===== src/hdl/priority_task_queue_tracker_unit_defines.svh =====
// Assertion macros used by the tracker top level.
`ifndef PRIORITY_TASK_QUEUE_TRACKER_UNIT_DEFINES_SVH
`define PRIORITY_TASK_QUEUE_TRACKER_UNIT_DEFINES_SVH
`ifndef SYNTHESIS
// Condition implies consequence in the same cycle.
`define PTQ_ASSERT_NOW(lbl, clk, rst_n, a, c) \
  lbl: assert property (@(posedge clk) disable iff (!rst_n) (a) |-> (c)) \
    else $error("ptq check failed");
// Condition implies consequence in the next cycle.
`define PTQ_ASSERT_NEXT(lbl, clk, rst_n, a, c) \
  lbl: assert property (@(posedge clk) disable iff (!rst_n) (a) |=> (c)) \
    else $error("ptq check failed");
`else
`define PTQ_ASSERT_NOW(lbl, clk, rst_n, a, c)
`define PTQ_ASSERT_NEXT(lbl, clk, rst_n, a, c)
`endif
`endif


===== src/hdl/ptq_pkg.sv =====
`default_nettype none
package ptq_pkg;

  localparam int DEPTH     = 16;
  localparam int IDX_W     = $clog2(DEPTH);
  localparam int CNT_W     = $clog2(DEPTH + 1);
  localparam int MAX_RES   = 16;
  localparam int RES_IDX_W = $clog2(MAX_RES);
  localparam int RES_CNT_W = $clog2(MAX_RES + 1);
  localparam int OUT_CNT_W = 5;

  typedef enum logic [3:0] {
    KIND_SUBMIT   = 4'd0,
    KIND_WAIT     = 4'd1,
    KIND_CANCEL   = 4'd2,
    KIND_STATUS   = 4'd3,
    KIND_DISPATCH = 4'd4,
    KIND_DONE     = 4'd5,
    KIND_PURGE    = 4'd6,
    KIND_RESET    = 4'd7,
    KIND_FLUSH    = 4'd8
  } kind_t;

  typedef enum logic [1:0] {
    RK_REPLY  = 2'd0,
    RK_NOTICE = 2'd1,
    RK_GRANT  = 2'd2
  } rkind_t;

  // reported status
  localparam logic [2:0] ST_PENDING  = 3'd0;
  localparam logic [2:0] ST_ACTIVE   = 3'd1;
  localparam logic [2:0] ST_COMPLETE = 3'd2;
  localparam logic [2:0] ST_FAILURE  = 3'd3;
  localparam logic [2:0] ST_ERROR    = 3'd4;
  localparam logic [2:0] ST_NONE     = 3'd5;

  // stored status
  localparam logic [1:0] EST_PENDING  = 2'd0;
  localparam logic [1:0] EST_ACTIVE   = 2'd1;
  localparam logic [1:0] EST_COMPLETE = 2'd2;
  localparam logic [1:0] EST_FAILURE  = 2'd3;

  localparam logic [1:0] GEN_PURGE = 2'd2;

  typedef struct packed {
    logic [15:0] tag;
    logic [7:0]  prio;
    logic [1:0]  st;
    logic [1:0]  gen;
    logic [31:0] stamp;
  } entry_t;

  localparam int ENTRY_W = $bits(entry_t);

  typedef struct packed {
    logic [1:0]  rkind;
    logic [15:0] tag;
    logic [2:0]  st;
  } res_t;

  localparam int RES_W = $bits(res_t);

  typedef struct packed {
    logic                 vld;
    logic [RES_IDX_W-1:0] idx;
    res_t                 data;
  } push_t;

  typedef struct packed {
    logic                 go;
    logic [RES_CNT_W-1:0] n;
    logic [OUT_CNT_W-1:0] outst;
  } drain_t;

  typedef enum logic [2:0] {
    S_IDLE,
    S_SCAN,
    S_POST,
    S_FINISH,
    S_WAIT
  } seq_state_t;

  typedef enum logic [2:0] {
    SM_FIND,
    SM_DISP,
    SM_PEND,
    SM_MARK,
    SM_FIN
  } scan_mode_t;

  typedef enum logic [1:0] {
    D_IDLE,
    D_REQ,
    D_LOAD,
    D_HOLD
  } drain_state_t;

  function automatic logic is_fin(input logic [1:0] st);
    return (st == EST_COMPLETE) || (st == EST_FAILURE);
  endfunction

endpackage
`default_nettype wire


===== src/hdl/ptq_ram.sv =====
`default_nettype none
module ptq_ram #(
  parameter int WIDTH = 8,
  parameter int DEPTH = 16
) (
  input  wire logic                     clk,
  input  wire logic                     we,
  input  wire logic [$clog2(DEPTH)-1:0] waddr,
  input  wire logic [WIDTH-1:0]         wdata,
  input  wire logic [$clog2(DEPTH)-1:0] raddr,
  output logic      [WIDTH-1:0]         rdata
);

  logic [WIDTH-1:0] mem [DEPTH];

  always_ff @(posedge clk) begin
    if (we) begin
      mem[waddr] <= wdata;
    end
    rdata <= mem[raddr];
  end

endmodule
`default_nettype wire


===== src/hdl/ptq_seq.sv =====
`default_nettype none
module ptq_seq (
  input  wire logic             clk,
  input  wire logic             rst_n,
  input  wire logic             in_valid,
  output logic                  in_ready,
  input  wire logic [3:0]       in_kind,
  input  wire logic [15:0]      in_task_tag,
  input  wire logic [7:0]       in_priority_req,
  input  wire logic             in_success,
  output ptq_pkg::push_t        push,
  output ptq_pkg::drain_t       drain,
  input  wire logic             drain_done
);

  ptq_pkg::seq_state_t state_r, state_nxt;
  ptq_pkg::scan_mode_t mode_r, mode_nxt;

  logic [3:0]                     kind_r, kind_nxt;
  logic [15:0]                    tag_r, tag_nxt;
  logic [7:0]                     prio_r, prio_nxt;
  logic                           succ_r, succ_nxt;
  logic [ptq_pkg::DEPTH-1:0]      valid_r, valid_nxt;
  logic [ptq_pkg::CNT_W-1:0]      cnt_r, cnt_nxt;
  logic                           gen_r, gen_nxt;
  logic [31:0]                    stamp_r, stamp_nxt;
  logic [ptq_pkg::IDX_W:0]        sidx_r, sidx_nxt;
  logic                           rv_r, rv_nxt;
  logic [ptq_pkg::IDX_W-1:0]      ridx_r, ridx_nxt;
  logic                           found_r, found_nxt;
  logic [ptq_pkg::IDX_W-1:0]      bidx_r, bidx_nxt;
  ptq_pkg::entry_t                bword_r, bword_nxt;
  logic [31:0]                    bage_r, bage_nxt;
  logic                           ffound_r, ffound_nxt;
  logic [ptq_pkg::IDX_W-1:0]      fidx_r, fidx_nxt;
  logic [ptq_pkg::RES_CNT_W-1:0]  res_cnt_r, res_cnt_nxt;

  logic                           we;
  logic [ptq_pkg::IDX_W-1:0]      waddr;
  ptq_pkg::entry_t                wdata;
  ptq_pkg::entry_t                rd;
  logic [ptq_pkg::ENTRY_W-1:0]    rd_raw;

  logic                           v;
  logic [1:0]                     g;
  logic [31:0]                    age;
  logic                           mark;
  logic                           better;
  logic                           room;
  ptq_pkg::entry_t                e;
  logic [1:0]                     new_st;

  ptq_ram #(
    .WIDTH (ptq_pkg::ENTRY_W),
    .DEPTH (ptq_pkg::DEPTH)
  ) u_entry_ram (
    .clk   (clk),
    .we    (we),
    .waddr (waddr),
    .wdata (wdata),
    .raddr (sidx_r[ptq_pkg::IDX_W-1:0]),
    .rdata (rd_raw)
  );

  assign rd       = ptq_pkg::entry_t'(rd_raw);
  assign in_ready = (state_r == ptq_pkg::S_IDLE);

  always_ff @(posedge clk) begin
    if (!rst_n) begin
      state_r   <= ptq_pkg::S_IDLE;
      valid_r   <= '0;
      cnt_r     <= '0;
      gen_r     <= 1'b0;
      stamp_r   <= '0;
      rv_r      <= 1'b0;
    end else begin
      state_r   <= state_nxt;
      valid_r   <= valid_nxt;
      cnt_r     <= cnt_nxt;
      gen_r     <= gen_nxt;
      stamp_r   <= stamp_nxt;
      rv_r      <= rv_nxt;
    end
  end

  always_ff @(posedge clk) begin
    mode_r    <= mode_nxt;
    kind_r    <= kind_nxt;
    tag_r     <= tag_nxt;
    prio_r    <= prio_nxt;
    succ_r    <= succ_nxt;
    sidx_r    <= sidx_nxt;
    ridx_r    <= ridx_nxt;
    found_r   <= found_nxt;
    bidx_r    <= bidx_nxt;
    bword_r   <= bword_nxt;
    bage_r    <= bage_nxt;
    ffound_r  <= ffound_nxt;
    fidx_r    <= fidx_nxt;
    res_cnt_r <= res_cnt_nxt;
  end

  // per-entry evaluation during a scan
  always_comb begin
    v   = valid_r[ridx_r];
    g   = (kind_r == ptq_pkg::KIND_RESET) ? ptq_pkg::GEN_PURGE : {1'b0, gen_r};
    age = stamp_r - rd.stamp;
    mark = 1'b0;
    case (mode_r)
      ptq_pkg::SM_DISP: mark = v && (rd.st == ptq_pkg::EST_PENDING);
      ptq_pkg::SM_PEND: mark = v && (rd.st == ptq_pkg::EST_PENDING) && (rd.gen != g);
      ptq_pkg::SM_FIN:  mark = v && ptq_pkg::is_fin(rd.st) &&
                               ((kind_r == ptq_pkg::KIND_FLUSH) || (rd.gen != g) ||
                                (rd.gen == ptq_pkg::GEN_PURGE));
      default:          mark = 1'b0;
    endcase
    if (!found_r) begin
      better = 1'b1;
    end else if ((mode_r != ptq_pkg::SM_FIN) && (rd.prio != bword_r.prio)) begin
      better = rd.prio > bword_r.prio;
    end else begin
      better = age > bage_r;
    end
    room = res_cnt_r < ptq_pkg::RES_CNT_W'(ptq_pkg::MAX_RES);
  end

  always_comb begin
    state_nxt   = state_r;
    mode_nxt    = mode_r;
    kind_nxt    = kind_r;
    tag_nxt     = tag_r;
    prio_nxt    = prio_r;
    succ_nxt    = succ_r;
    valid_nxt   = valid_r;
    cnt_nxt     = cnt_r;
    gen_nxt     = gen_r;
    stamp_nxt   = stamp_r;
    sidx_nxt    = sidx_r;
    rv_nxt      = 1'b0;
    ridx_nxt    = ridx_r;
    found_nxt   = found_r;
    bidx_nxt    = bidx_r;
    bword_nxt   = bword_r;
    bage_nxt    = bage_r;
    ffound_nxt  = ffound_r;
    fidx_nxt    = fidx_r;
    res_cnt_nxt = res_cnt_r;
    we          = 1'b0;
    waddr       = ridx_r;
    wdata       = rd;
    e           = bword_r;
    new_st      = succ_r ? ptq_pkg::EST_COMPLETE : ptq_pkg::EST_FAILURE;
    push        = '0;
    push.idx    = res_cnt_r[ptq_pkg::RES_IDX_W-1:0];
    push.data.tag   = tag_r;
    push.data.rkind = ptq_pkg::RK_REPLY;
    push.data.st    = ptq_pkg::ST_ERROR;
    drain       = '0;

    unique case (state_r)
      ptq_pkg::S_IDLE: begin
        if (in_valid) begin
          kind_nxt    = in_kind;
          tag_nxt     = in_task_tag;
          prio_nxt    = in_priority_req;
          succ_nxt    = in_success;
          res_cnt_nxt = '0;
          found_nxt   = 1'b0;
          ffound_nxt  = 1'b0;
          sidx_nxt    = '0;
          state_nxt   = ptq_pkg::S_SCAN;
          case (in_kind)
            ptq_pkg::KIND_SUBMIT, ptq_pkg::KIND_WAIT, ptq_pkg::KIND_CANCEL,
            ptq_pkg::KIND_STATUS, ptq_pkg::KIND_DONE: mode_nxt = ptq_pkg::SM_FIND;
            ptq_pkg::KIND_DISPATCH:                   mode_nxt = ptq_pkg::SM_DISP;
            ptq_pkg::KIND_PURGE, ptq_pkg::KIND_RESET: mode_nxt = ptq_pkg::SM_PEND;
            ptq_pkg::KIND_FLUSH:                      mode_nxt = ptq_pkg::SM_FIN;
            default: begin
              mode_nxt  = ptq_pkg::SM_FIND;
              state_nxt = ptq_pkg::S_POST;
            end
          endcase
        end
      end

      ptq_pkg::S_SCAN: begin
        if (sidx_r < (ptq_pkg::IDX_W + 1)'(ptq_pkg::DEPTH)) begin
          rv_nxt   = 1'b1;
          ridx_nxt = sidx_r[ptq_pkg::IDX_W-1:0];
          sidx_nxt = sidx_r + 1'b1;
        end
        if (rv_r) begin
          case (mode_r)
            ptq_pkg::SM_FIND: begin
              if (v && (rd.tag == tag_r) && !found_r) begin
                found_nxt = 1'b1;
                bidx_nxt  = ridx_r;
                bword_nxt = rd;
              end
              if (!v && !ffound_r) begin
                ffound_nxt = 1'b1;
                fidx_nxt   = ridx_r;
              end
            end
            ptq_pkg::SM_MARK: begin
              if (v && (rd.st == ptq_pkg::EST_ACTIVE) && (rd.gen != g)) begin
                we        = 1'b1;
                wdata.gen = ptq_pkg::GEN_PURGE;
              end
            end
            default: begin
              if (mark && better) begin
                found_nxt = 1'b1;
                bidx_nxt  = ridx_r;
                bword_nxt = rd;
                bage_nxt  = age;
              end
            end
          endcase
          if (ridx_r == ptq_pkg::IDX_W'(ptq_pkg::DEPTH - 1)) begin
            state_nxt = ptq_pkg::S_POST;
          end
        end
      end

      ptq_pkg::S_POST: begin
        unique case (mode_r)
          ptq_pkg::SM_FIND: begin
            push.vld  = 1'b1;
            state_nxt = ptq_pkg::S_FINISH;
            case (kind_r)
              ptq_pkg::KIND_SUBMIT: begin
                if (!found_r) begin
                  if (ffound_r) begin
                    we          = 1'b1;
                    waddr       = fidx_r;
                    wdata.tag   = tag_r;
                    wdata.prio  = prio_r;
                    wdata.st    = ptq_pkg::EST_PENDING;
                    wdata.gen   = {1'b0, gen_r};
                    wdata.stamp = stamp_r;
                    valid_nxt[fidx_r] = 1'b1;
                    stamp_nxt   = stamp_r + 32'd1;
                    cnt_nxt     = cnt_r + 1'b1;
                    push.data.st = ptq_pkg::ST_PENDING;
                  end
                end else begin
                  push.data.st = {1'b0, bword_r.st};
                  waddr = bidx_r;
                  e.gen = {1'b0, gen_r};
                  if (bword_r.st == ptq_pkg::EST_PENDING) begin
                    if (bword_r.prio != prio_r) begin
                      e.prio    = prio_r;
                      e.stamp   = stamp_r;
                      stamp_nxt = stamp_r + 32'd1;
                    end
                    we    = 1'b1;
                    wdata = e;
                  end else if (bword_r.st == ptq_pkg::EST_ACTIVE) begin
                    we    = 1'b1;
                    wdata = e;
                  end else begin
                    valid_nxt[bidx_r] = 1'b0;
                  end
                end
              end
              ptq_pkg::KIND_WAIT: begin
                if (found_r) begin
                  push.data.st = {1'b0, bword_r.st};
                  if (ptq_pkg::is_fin(bword_r.st)) begin
                    valid_nxt[bidx_r] = 1'b0;
                  end
                end
              end
              ptq_pkg::KIND_CANCEL: begin
                if (found_r) begin
                  push.data.st = {1'b0, bword_r.st};
                  if (bword_r.st != ptq_pkg::EST_ACTIVE) begin
                    valid_nxt[bidx_r] = 1'b0;
                  end
                  if (bword_r.st == ptq_pkg::EST_PENDING) begin
                    cnt_nxt = cnt_r - 1'b1;
                  end
                end
              end
              ptq_pkg::KIND_STATUS: begin
                if (found_r) begin
                  push.data.st = {1'b0, bword_r.st};
                end
              end
              ptq_pkg::KIND_DONE: begin
                if (found_r && (bword_r.st == ptq_pkg::EST_ACTIVE)) begin
                  e.st        = new_st;
                  e.stamp     = stamp_r;
                  we          = 1'b1;
                  waddr       = bidx_r;
                  wdata       = e;
                  stamp_nxt   = stamp_r + 32'd1;
                  cnt_nxt     = cnt_r - 1'b1;
                  push.data.st = {1'b0, new_st};
                end
              end
              default: begin
                push.data.st = ptq_pkg::ST_ERROR;
              end
            endcase
            res_cnt_nxt = res_cnt_r + 1'b1;
          end

          ptq_pkg::SM_DISP: begin
            push.vld = 1'b1;
            if (found_r) begin
              e.st            = ptq_pkg::EST_ACTIVE;
              we              = 1'b1;
              waddr           = bidx_r;
              wdata           = e;
              push.data.rkind = ptq_pkg::RK_GRANT;
              push.data.tag   = bword_r.tag;
              push.data.st    = ptq_pkg::ST_ACTIVE;
            end else begin
              push.data.st    = ptq_pkg::ST_NONE;
            end
            res_cnt_nxt = res_cnt_r + 1'b1;
            state_nxt   = ptq_pkg::S_FINISH;
          end

          ptq_pkg::SM_PEND: begin
            sidx_nxt  = '0;
            found_nxt = 1'b0;
            state_nxt = ptq_pkg::S_SCAN;
            if (found_r && room) begin
              push.vld          = 1'b1;
              push.data.rkind   = ptq_pkg::RK_NOTICE;
              push.data.tag     = bword_r.tag;
              push.data.st      = {1'b0, bword_r.st};
              res_cnt_nxt       = res_cnt_r + 1'b1;
              valid_nxt[bidx_r] = 1'b0;
              cnt_nxt           = cnt_r - 1'b1;
            end else begin
              mode_nxt = ptq_pkg::SM_MARK;
            end
          end

          ptq_pkg::SM_MARK: begin
            sidx_nxt  = '0;
            found_nxt = 1'b0;
            mode_nxt  = ptq_pkg::SM_FIN;
            state_nxt = ptq_pkg::S_SCAN;
          end

          ptq_pkg::SM_FIN: begin
            if (found_r && room) begin
              push.vld          = 1'b1;
              push.data.rkind   = ptq_pkg::RK_NOTICE;
              push.data.tag     = bword_r.tag;
              push.data.st      = {1'b0, bword_r.st};
              res_cnt_nxt       = res_cnt_r + 1'b1;
              valid_nxt[bidx_r] = 1'b0;
              sidx_nxt          = '0;
              found_nxt         = 1'b0;
              state_nxt         = ptq_pkg::S_SCAN;
            end else begin
              if (res_cnt_r == '0) begin
                push.vld     = 1'b1;
                push.data.st = ptq_pkg::ST_NONE;
                res_cnt_nxt  = res_cnt_r + 1'b1;
              end
              if (kind_r == ptq_pkg::KIND_PURGE) begin
                gen_nxt = ~gen_r;
              end
              state_nxt = ptq_pkg::S_FINISH;
            end
          end
        endcase
      end

      ptq_pkg::S_FINISH: begin
        drain.go    = 1'b1;
        drain.n     = res_cnt_r;
        drain.outst = ptq_pkg::OUT_CNT_W'(cnt_r);
        state_nxt   = ptq_pkg::S_WAIT;
      end

      ptq_pkg::S_WAIT: begin
        if (drain_done) begin
          state_nxt = ptq_pkg::S_IDLE;
        end
      end
    endcase
  end

endmodule
`default_nettype wire


===== src/hdl/ptq_outq.sv =====
`default_nettype none
module ptq_outq (
  input  wire logic                          clk,
  input  wire logic                          rst_n,
  input  wire ptq_pkg::push_t                push,
  input  wire ptq_pkg::drain_t               drain,
  output logic                               drain_done,
  output logic                               out_valid,
  input  wire logic                          out_ready,
  output logic [1:0]                         out_result_kind,
  output logic [15:0]                        out_result_tag,
  output logic [2:0]                         out_task_status,
  output logic [ptq_pkg::OUT_CNT_W-1:0]      out_outstanding,
  output logic                               out_last
);

  ptq_pkg::drain_state_t state_r, state_nxt;

  logic [ptq_pkg::RES_CNT_W-1:0] n_r, n_nxt;
  logic [ptq_pkg::RES_CNT_W-1:0] k_r, k_nxt;
  logic [ptq_pkg::OUT_CNT_W-1:0] outst_r, outst_nxt;
  logic                          valid_r, valid_nxt;
  logic                          last_r, last_nxt;
  ptq_pkg::res_t                 res_r, res_nxt;
  logic [ptq_pkg::RES_W-1:0]     rdata;

  ptq_ram #(
    .WIDTH (ptq_pkg::RES_W),
    .DEPTH (ptq_pkg::MAX_RES)
  ) u_res_ram (
    .clk   (clk),
    .we    (push.vld),
    .waddr (push.idx),
    .wdata (push.data),
    .raddr (k_r[ptq_pkg::RES_IDX_W-1:0]),
    .rdata (rdata)
  );

  always_ff @(posedge clk) begin
    if (!rst_n) begin
      state_r <= ptq_pkg::D_IDLE;
      valid_r <= 1'b0;
    end else begin
      state_r <= state_nxt;
      valid_r <= valid_nxt;
    end
  end

  always_ff @(posedge clk) begin
    n_r     <= n_nxt;
    k_r     <= k_nxt;
    outst_r <= outst_nxt;
    last_r  <= last_nxt;
    res_r   <= res_nxt;
  end

  always_comb begin
    state_nxt  = state_r;
    n_nxt      = n_r;
    k_nxt      = k_r;
    outst_nxt  = outst_r;
    valid_nxt  = valid_r;
    last_nxt   = last_r;
    res_nxt    = res_r;
    drain_done = 1'b0;
    unique case (state_r)
      ptq_pkg::D_IDLE: begin
        if (drain.go) begin
          n_nxt     = drain.n;
          outst_nxt = drain.outst;
          k_nxt     = '0;
          state_nxt = ptq_pkg::D_REQ;
        end
      end
      ptq_pkg::D_REQ: begin
        state_nxt = ptq_pkg::D_LOAD;
      end
      ptq_pkg::D_LOAD: begin
        res_nxt   = ptq_pkg::res_t'(rdata);
        last_nxt  = (k_r == n_r - 1'b1);
        valid_nxt = 1'b1;
        state_nxt = ptq_pkg::D_HOLD;
      end
      ptq_pkg::D_HOLD: begin
        if (out_ready) begin
          valid_nxt = 1'b0;
          if (last_r) begin
            drain_done = 1'b1;
            state_nxt  = ptq_pkg::D_IDLE;
          end else begin
            k_nxt     = k_r + 1'b1;
            state_nxt = ptq_pkg::D_REQ;
          end
        end
      end
    endcase
  end

  assign out_valid       = valid_r;
  assign out_result_kind = res_r.rkind;
  assign out_result_tag  = res_r.tag;
  assign out_task_status = res_r.st;
  assign out_outstanding = outst_r;
  assign out_last        = last_r;

endmodule
`default_nettype wire


===== src/hdl/priority_task_queue_tracker_unit.sv =====
// Priority task queue tracker. Holds up to 16 tagged tasks in a synchronous
// entry memory (tag, priority, status, generation, order stamp) with valid
// bits in flops. One item is taken at a time: in_ready is high only while
// the block is idle. Each item of a known kind first walks the entry memory
// one entry per cycle: submit, wait, cancel, status and done use one lookup
// pass; dispatch uses one head-search pass; purge and reset run one pass per
// removal notice plus one pass for the generation marking and the closing
// searches, flush one pass per removal notice plus a closing search, up to
// 19 passes. Results of the item are collected in a 16-entry result memory
// and then delivered in order, each beat passing through a read request, a
// load and a hold state that waits on out_ready. The outstanding count on
// every beat is the count after the item. No clearing pass follows reset.
`default_nettype none
`include "priority_task_queue_tracker_unit_defines.svh"
module priority_task_queue_tracker_unit (
  input  wire logic        clk,
  input  wire logic        rst_n,
  input  wire logic        in_valid,
  output logic             in_ready,
  input  wire logic [3:0]  in_kind,
  input  wire logic [15:0] in_task_tag,
  input  wire logic [7:0]  in_priority_req,
  input  wire logic        in_success,
  output logic             out_valid,
  input  wire logic        out_ready,
  output logic [1:0]       out_result_kind,
  output logic [15:0]      out_result_tag,
  output logic [2:0]       out_task_status,
  output logic [4:0]       out_outstanding,
  output logic             out_last
);

  ptq_pkg::push_t  push;
  ptq_pkg::drain_t drain;
  logic            drain_done;

  // table walk and update sequencer
  ptq_seq u_seq (
    .clk             (clk),
    .rst_n           (rst_n),
    .in_valid        (in_valid),
    .in_ready        (in_ready),
    .in_kind         (in_kind),
    .in_task_tag     (in_task_tag),
    .in_priority_req (in_priority_req),
    .in_success      (in_success),
    .push            (push),
    .drain           (drain),
    .drain_done      (drain_done)
  );

  // result buffer; replay each beat with the final outstanding count
  ptq_outq u_outq (
    .clk             (clk),
    .rst_n           (rst_n),
    .push            (push),
    .drain           (drain),
    .drain_done      (drain_done),
    .out_valid       (out_valid),
    .out_ready       (out_ready),
    .out_result_kind (out_result_kind),
    .out_result_tag  (out_result_tag),
    .out_task_status (out_task_status),
    .out_outstanding (out_outstanding),
    .out_last        (out_last)
  );

  // no beat is shown while results of the item are still being collected
  `PTQ_ASSERT_NOW(a_push_quiet, clk, rst_n, push.vld, !out_valid)
  // an accepted item closes the input until its results are delivered
  `PTQ_ASSERT_NEXT(a_one_item, clk, rst_n, in_valid && in_ready, !in_ready)
  // every item yields at least one result
  `PTQ_ASSERT_NOW(a_drain_nonempty, clk, rst_n, drain.go, drain.n != '0)
  // outstanding never exceeds the table size
  `PTQ_ASSERT_NOW(a_outst_range, clk, rst_n, out_valid, out_outstanding <= 5'd16)

endmodule
`default_nettype wire

===== config.mk =====
export PLATFORM = sky130hd
export DESIGN_NAME = priority_task_queue_tracker_unit
export DESIGN_NICKNAME = d
export VERILOG_FILES = /design/src/hdl/ptq_pkg.sv /design/src/hdl/ptq_ram.sv /design/src/hdl/ptq_seq.sv /design/src/hdl/ptq_outq.sv /design/src/hdl/priority_task_queue_tracker_unit.sv
export VERILOG_INCLUDE_DIRS = /design/src /design/src/hdl
export SDC_FILE = /design/constraint.sdc
export NUM_CORES = 2
export LEC_CHECK = 0
export BUFFER_PORTS_ARGS = -buffer_cell sky130_fd_sc_hd__buf_2
export CAP_MARGIN = 15
export CORE_UTILIZATION = 40
export DETAILED_ROUTE_END_ITERATION = 10
export PLACE_DENSITY_LB_ADDON = 0.05
export RECOVER_POWER = 100
export SLEW_MARGIN = 20
export SYNTH_ARGS = -nofsm -noshare
export SYNTH_HDL_FRONTEND = slang
export SYNTH_SLANG_ARGS = --single-unit

===== constraint.sdc =====
create_clock -name clk -period 12.4 [get_ports clk]
set_input_delay 0 -clock clk [delete_from_list [all_inputs] [get_ports clk]]
set_output_delay 0 -clock clk [all_outputs]
set_load 0.005 [all_outputs]

### Word-level counts from Yosys, hierarchy flattened

Memory sizes are Yosys's and may differ from the RTL's. A register that Yosys moved wholly into a read port is not among the register bits.
Index checks and enable logic that the tools add are counted.

| operators by class | value |
|---|---|
| reduce and logical (&&, ||, !) cells | 66 |
| add/subtract/negate cells | 8 |
| multiplexer cells | 150 |
| order comparisons | 9 |
| eq/ne operators | 81 |
| bitwise operators | 7 |

Operators with widths:

| kind | number |
|---|---|
| 60-bit 2-to-1 mux | 8 |
| 60-bit one-hot mux with 2 select lines | 3 |
| 32-bit 2-to-1 mux | 7 |
| 16-bit 2-to-1 mux | 9 |
| 5-bit 2-to-1 mux | 15 |
| 32-bit one-hot mux with 2 select lines | 1 |
| 18-bit one-hot mux with 3 select lines | 1 |
| 16-bit one-hot mux with 3 select lines | 1 |
| 5-bit one-hot mux with 3 select lines | 3 |
| 5-bit one-hot mux with 2 select lines | 4 |
| 1-bit 2-to-1 mux | 38 |
| 3-bit 2-to-1 mux | 12 |
| 3-bit by 2-bit != test with 1-bit output, second input constant | 12 |
| 32-bit by 1-bit adder with 32-bit output, second input constant | 1 |
| 32-bit > comparator | 1 |
| 16-bit one-hot mux with 2 select lines | 1 |
| 32-bit subtractor | 1 |
| 4-bit by 3-bit == test with 1-bit output, second input constant | 7 |
| 4-bit 2-to-1 mux | 7 |
| 3-bit one-hot mux with 3 select lines | 3 |
| 26-bit 2-to-1 mux | 1 |
| 4-bit one-hot mux with 2 select lines | 3 |
| 4-bit AND reduction | 6 |
| 21-bit 2-to-1 mux | 1 |
| other kinds (61) | 175 |

| word-level totals | value |
|---|---|
| memories | 2 |
| memory bits (writable) | 1296 |
| logic and storage cells | 356 |
| register bits after elaboration | 246 |

Memory list:

| name | depth | width | read ports | clocked after memory_dff | wr ports | line | RTL |
|---|---|---|---|---|---|---|---|
| u_seq.u_entry_ram.mem | 16 | 60 | 1 | 1 | 1 | ptq_ram.sv:14 | `logic [WIDTH-1:0] mem [DEPTH];` |
| u_outq.u_res_ram.mem | 16 | 21 | 1 | 1 | 1 | ptq_ram.sv:14 |  |

### Logic depth before layout (Yosys ltp)

| logic depth | value |
|---|---|
| word-level depth | 12 |
| gate-level depth with buffers | 22 |
| depth with buffers taken out | 22 |

### Hierarchy

Synthesis repeated with hierarchy kept, for this count alone.

| unflattened totals | value |
|---|---|
| cells, all modules | 3706 |
| area total of the unflattened synthesis | 66090.9 sq um |

By module, submodules not included:

| module | cells each | area each (sq um) | instances | seq. area each (sq um) |
|---|---|---|---|---|
| ptq_ram at u_seq.u_entry_ram | 1548 | 37106.8 | 1 | 30028.8 |
| ptq_seq | 1506 | 14148.6 | 1 | 5605.4 |
| ptq_ram at u_outq.u_res_ram | 557 | 13277.7 | 1 | 10510.1 |
| ptq_outq | 95 | 1557.7 | 1 | 1171.1 |

### Worst setup path before layout

No wires, ideal clock.

| timing path | value |
|---|---|
| path type | register to register |
| start point | register u_seq.stamp_r[0] |
| end point | register u_seq.bidx_r[0] (netlist name), enable pin |
| arrival time | 6.774 ns |
| slack | 5.119 ns |
| setup time | 0.507 ns |
| stages on the path, launching flop included | 21 |
| buffers on the path | 0 |
| path through | dfxtp_1 inv_1 ha_1 inv_1 fa_1 a21o_1 a21oi_1 o21ai_0 a31oi_1 o21a_1 o21ai_0 a31oi_1 a21oi_1 xor2_1 ha_1 nand4_1 and3b_1 o31a_1 o211ai_1 a31o_2 a21oi_1 |

| between the ends | value |
|---|---|
| cells in the longest elaborated chain, start to end | 7 |

Ends and longest elaborated chain:

| element | line | RTL |
|---|---|---|
| start, declared | ptq_seq.sv:26 | `logic [31:0] stamp_r, stamp_nxt;` |
| start signal, assigned | ptq_seq.sv:81 | `stamp_r <= stamp_nxt;` |
| 32-bit subtractor | ptq_seq.sv:107 | `age = stamp_r - rd.stamp;` |
| net u_seq.age[28] | ptq_seq.sv:46 | `logic [31:0] age;` |
| 32-bit > comparator | ptq_seq.sv:122 | `better = age > bage_r;` |
| 1-bit 2-to-1 mux | ptq_seq.sv:119 | `end else if ((mode_r != ptq_pkg::SM_FIN) && (rd.prio != bword_r.prio)) begin` |
| 1-bit 2-to-1 mux | ptq_seq.sv:117 | `if (!found_r) begin` |
| 1-bit logical AND | ptq_seq.sv:212 | `if (mark && better) begin` |
| 2-bit nonzero test (no line) | -- |  |
| 5-bit AND reduction (no line) | -- |  |
| end signal, assigned | ptq_seq.sv:95 | `bidx_r <= bidx_nxt;` |
| end, declared | ptq_seq.sv:31 | `logic [ptq_pkg::IDX_W-1:0] bidx_r, bidx_nxt;` |

The timed path passes the listed nets, and every way through them passes these cells.
A chain may end at the register's enable or synchronous reset.

### Final worst setup path

| timing path | value |
|---|---|
| start point | register u_seq.found_r |
| end point | memory u_seq.u_entry_ram.mem[6][20] (netlist name), enable pin |

| between the ends | value |
|---|---|
| cells in the longest elaborated chain, start to end | 7 |
| elaborated cells between the ends (all ways) | 15 |
| classes of those cells | mux (14); reduce/logical (1) |

Ends and longest elaborated chain:

| element | line | RTL |
|---|---|---|
| start, declared | ptq_seq.sv:30 | `logic found_r, found_nxt;` |
| start signal, assigned | ptq_seq.sv:94 | `found_r <= found_nxt;` |
| 1-bit logical AND | ptq_seq.sv:292 | `if (found_r && (bword_r.st == ptq_pkg::EST_ACTIVE)) begin` |
| 1-bit 2-to-1 mux | ptq_seq.sv:292 |  |
| 1-bit one-hot mux with 2 select lines | ptq_seq.sv:231 | `case (kind_r)` |
| 1-bit one-hot mux with 2 select lines | ptq_seq.sv:227 | `unique case (mode_r)` |
| 1-bit one-hot mux with 2 select lines | ptq_seq.sv:160 | `unique case (state_r)` |
| 1-bit 2-to-1 mux | ptq_ram.sv:17 | `if (we) begin` |
| 1-bit 2-to-1 mux (not written as such) | ptq_ram.sv:18 | `mem[waddr] <= wdata;` |
| end, declared | ptq_ram.sv:14 |  |

Parallel ways exist; a longest one is shown, timed or not.

==> metrics.yaml <==
fmax_ghz: 0.1122
power.total_mw: 17.02
result_of_the_run: "finished with violations"
die_area_um2: 166600
grt_pass1_vias: 36420
preCtsSetupSlack_ns: 6.472
worst_setup_hold_path_clk_slew_ns: 0.06
yosys_warning_total: 0
drt_wl_total_um: 176600
postSynthCellCount: 3600
setup.worst_path.class: "flop to flop"
cp.required_ns: 12.71
worstPathArrival_ns: 9.22
syn-cell-area_um2: 66010
routabilityCongestion: 0.8649
tightest_slew_ns: 4.691
skew_ns: 0.05134
fin_area_um2: 75490
grt_antenna_before_repair: 3
die_h_um: 408.2
synth-main-ff-cell: "sky130_fd_sc_hd__edfxtp_1"
slowest_cell_on_the_critical_path: "sky130_fd_sc_hd__clkbuf_1"
seq_power_share_pct: 43.3
period_utilization_post_route_pct: 71.88
post_synth_and_or_nand_nor_area_fraction_pct: 4.293
synth_sequential_area_ratio_pct: 71.68
numClockSinks: 1623
synth_enable_flop_cells: 1481
maximum_number_of_pins_on_one_net_before_global_route_repair: 95
clock_path_buffers: 3
synth_nets: 3719
main_combinational_cell_family_by_area_after_synthesis: "multiplexers"
clockRootBuffer: "sky130_fd_sc_hd__clkbuf_16"
antenna_cells_inserted: 0
worstSkewPairLatency_ns: 0.82
cts_resized: 0
via_total_after_detailed_routing: 35450
coreArea_um2: 163300
layout_setup_ws_ns: 3.487
post_synth_xor_area_fraction_pct: 1.353
i_o_pins: 62
setup_viol_count_final: 0
switching_power_share_of_the_total_pct: 30.98
hp-class: "primary input to flop"
dr.first_iter.drc_count: 3593
rsz0062_at_grt: "no"
detailed_place_hpwl_um: 102500
worst-path-buf-inv: 3
hold_slack_ns: 0.1613
filler_cell_count: 13900
routedWlPerCell_um: 28.52
share_of_async_settable_or_async_resettable_flops_after_synthesis_pct: 0
tritoncts_buffers: 176
detail-route-antenna-nets: 0
portBuffers: 61
timing.critical_path.fanout_max: 37
cts.hold.buffers_added: 61
adder_cell_fraction_of_synth_area_pct: 1.657
placedInstanceArea_um2: 69710
power.switching_mw: 5.274
area_growth_syn_to_layout_pct: 14.36
final_core_util_pct: 46.22
nNetsFinal: 3983
endpoint_kind: "flop"
layout.cells.non_filler: 6192
routed_via_density: 5.725
synthDistinctLibCells: 83
dp_cells: 5800
floorplan.rows: 148
route.detailed.drc: 0
wire_length_of_the_first_global_routing_pass_um: 256400
cp-start-kind: "flop"
cp_slowest_stage_delay_ns: 2.70
slew_headroom_pct: -212.7
final_layout_size_suffix_gt1_share_pct: 19.14
hold_viol: 0
synth_area_per_cell_um2: 18.34
portion_of_netlist_area_occupied_by_mux_cells_pct: 14.35
comb_power_share_pct: 26.2
path_cells: "clkbuf_1 > inv_1 > nor2_1 > a21o_1 > a21oi_1 > o2bb2ai_1 > nor2b_1 > nand2b_1 > nor2_1 > clkbuf_1"
cpLargestDelayFamily: "buffers and inverters"
floorplan.die.width_um: 408.2
clkPwrFrac_pct: 30.4
globalRouteTotalUtil_pct: 21.16
ir_drop_v: 0.0001918
violations_in_the_final_reports: "max-capacitance violations, max-slew violations"
power.density_cell_area_nw_per_um2: 225.5
final_period_minus_worst_setup_slack_ns: 8.913
setup_tns_final_ns: 0
cts_tree: "yes"
drv_slew: 1581
synth-seq-cells: 1623
detail_route.first_pass.iterations: 6
floorplan.initialDensity_pct: 40.41
postCtsSetupBuffers: 0
synth-compound-area-share_pct: 4.993
grt-ovfl-total: 0
cts-htree-levels: 4
max_cap_viol_count: 59
internal_power_mw: 11.75
power_leakage_nw: 24.27
cell type report:
type                    count  area, µm²  share of cell area (%)
flip-flops and latches   1623      47320                   62.68
multi-input cells        1690      17650                   23.39
clock buffers             245       4949                   6.556
well taps                2175       2721                   3.605
repair buffers            264       1562                   2.069
clock inverters            86      875.8                   1.160
inverters                 109      409.1                  0.5420
cells by family after synthesis:
family / Yosys count
AND/OR/NAND/NOR: 571
buffers and inverters: 287
XOR/XNOR: 102
multiplexers: 432
adder cells (fa/ha/maj): 87
AO/OA/AOI/OAI: 498
flip-flops: 1623
metal layers:
metal,vias up,routed length (µm),global-route usage (%),part of all wire (%)
met1,18840,80270,30.82,45
met3,263,9608,3.525,5.4
li1,15140,-,-,-
met2,1197,83010,33.11,47
met5,-,12,0,0.0068
met4,2,3672,5.347,2.1
state kept, by name, indices dropped and copies added (netlist names), 16 cells and up:
name	count
u_outq.u_res_ram.mem	336
u_outq.u_res_ram.rdata	21
u_seq.bage_r	32
u_seq.tag_r	16
u_seq.u_entry_ram.mem	960
u_outq.out_result_tag	16
u_seq.valid_r	16
u_seq.bword_r	60
u_seq.stamp_r	32
u_seq.u_entry_ram.rdata	60
layout by cell type (no fill, tap or decap), drive strengths merged, types with 38 or more instances in the layout:
| cell type | Yosys | layout |
|---|---|---|
| edfxtp | 1481 | 1481 |
| mux4 | 410 | 410 |
| clkbuf | 131 | 388 |
| nor2 | 161 | 161 |
| dfxtp | 142 | 142 |
| nand2 | 123 | 123 |
| o21ai | 122 | 122 |
| inv | 109 | 113 |
| a21oi | 105 | 105 |
| ha | 85 | 85 |
| xnor2 | 79 | 79 |
| clkinv | 0 | 66 |
| dlygate4sd3 | 0 | 61 |
| buf | 47 | 60 |
| a22oi | 56 | 56 |
| and2 | 53 | 53 |
| nor3 | 46 | 46 |
| nand3 | 44 | 44 |
| a21o | 39 | 39 |
| o221ai | 38 | 38 |
cells in the mapped netlist, drive strengths merged, types with 8 or more instances:
cell type  count  area, µm²
nor2b         22      137.6
xor2          23      201.4
nand2        123      461.7
nor3          46      235.2
or3           11      68.82
a21oi        105      525.5
o221ai        38      332.8
nor2         161      606.8
nor4           8      71.32
o22ai         18      112.6
a211oi         8      60.06
mux2i          9      90.09
nand4         31      193.9
o21a          12      90.09
a22oi         56      420.4
nand3         44      220.2
ha            85       1064
a21o          39      292.8
buf           47      205.2
mux4         410       9234
a31oi         16      100.1
and3          18      117.6
a21boi        13      97.60
mux2          13      146.4
xnor2         79      691.9
and2          53      331.6
nand2b        27      168.9
dfxtp        142       2843
edfxtp      1481      44470
inv          109      409.1
o21ai        122      610.6
clkbuf       131      491.7
final timing paths:
| path | startpoint | to | slack, ns | depth (start not counted) |
|---|---|---|---|---|
| worst max-delay path | u_seq.found_r$_DFFE_PP_ | u_seq.u_entry_ram.mem[6][20]$_DFFE_PP_ | 3.49 | 10 |
| worst min-delay path | in_kind[1] | u_seq.kind_r[1]$_DFFE_PP_ | 0.16 | 2 |
| worst max register to register | u_seq.found_r$_DFFE_PP_ | u_seq.u_entry_ram.mem[6][20]$_DFFE_PP_ | 3.49 | 10 |
| worst min register to register | u_outq.u_res_ram.rdata[20]$_DFF_P_ | u_outq.out_result_kind[1]$_DFFE_PP_ | 0.40 | 0 |
power by group through the flow:
stage	Combinational (mW)	Clock [mW]	Sequential (mW)
CTS	4.58	5.32	7.35
detailed placement	4.55	0	7.46
finish	4.46	5.18	7.38
floorplan	2.99	0	7.26
global route	4.83	5.51	7.41
global placement	4.45	0	7.46
No activity file was read; power rests on OpenSTA's default activity.
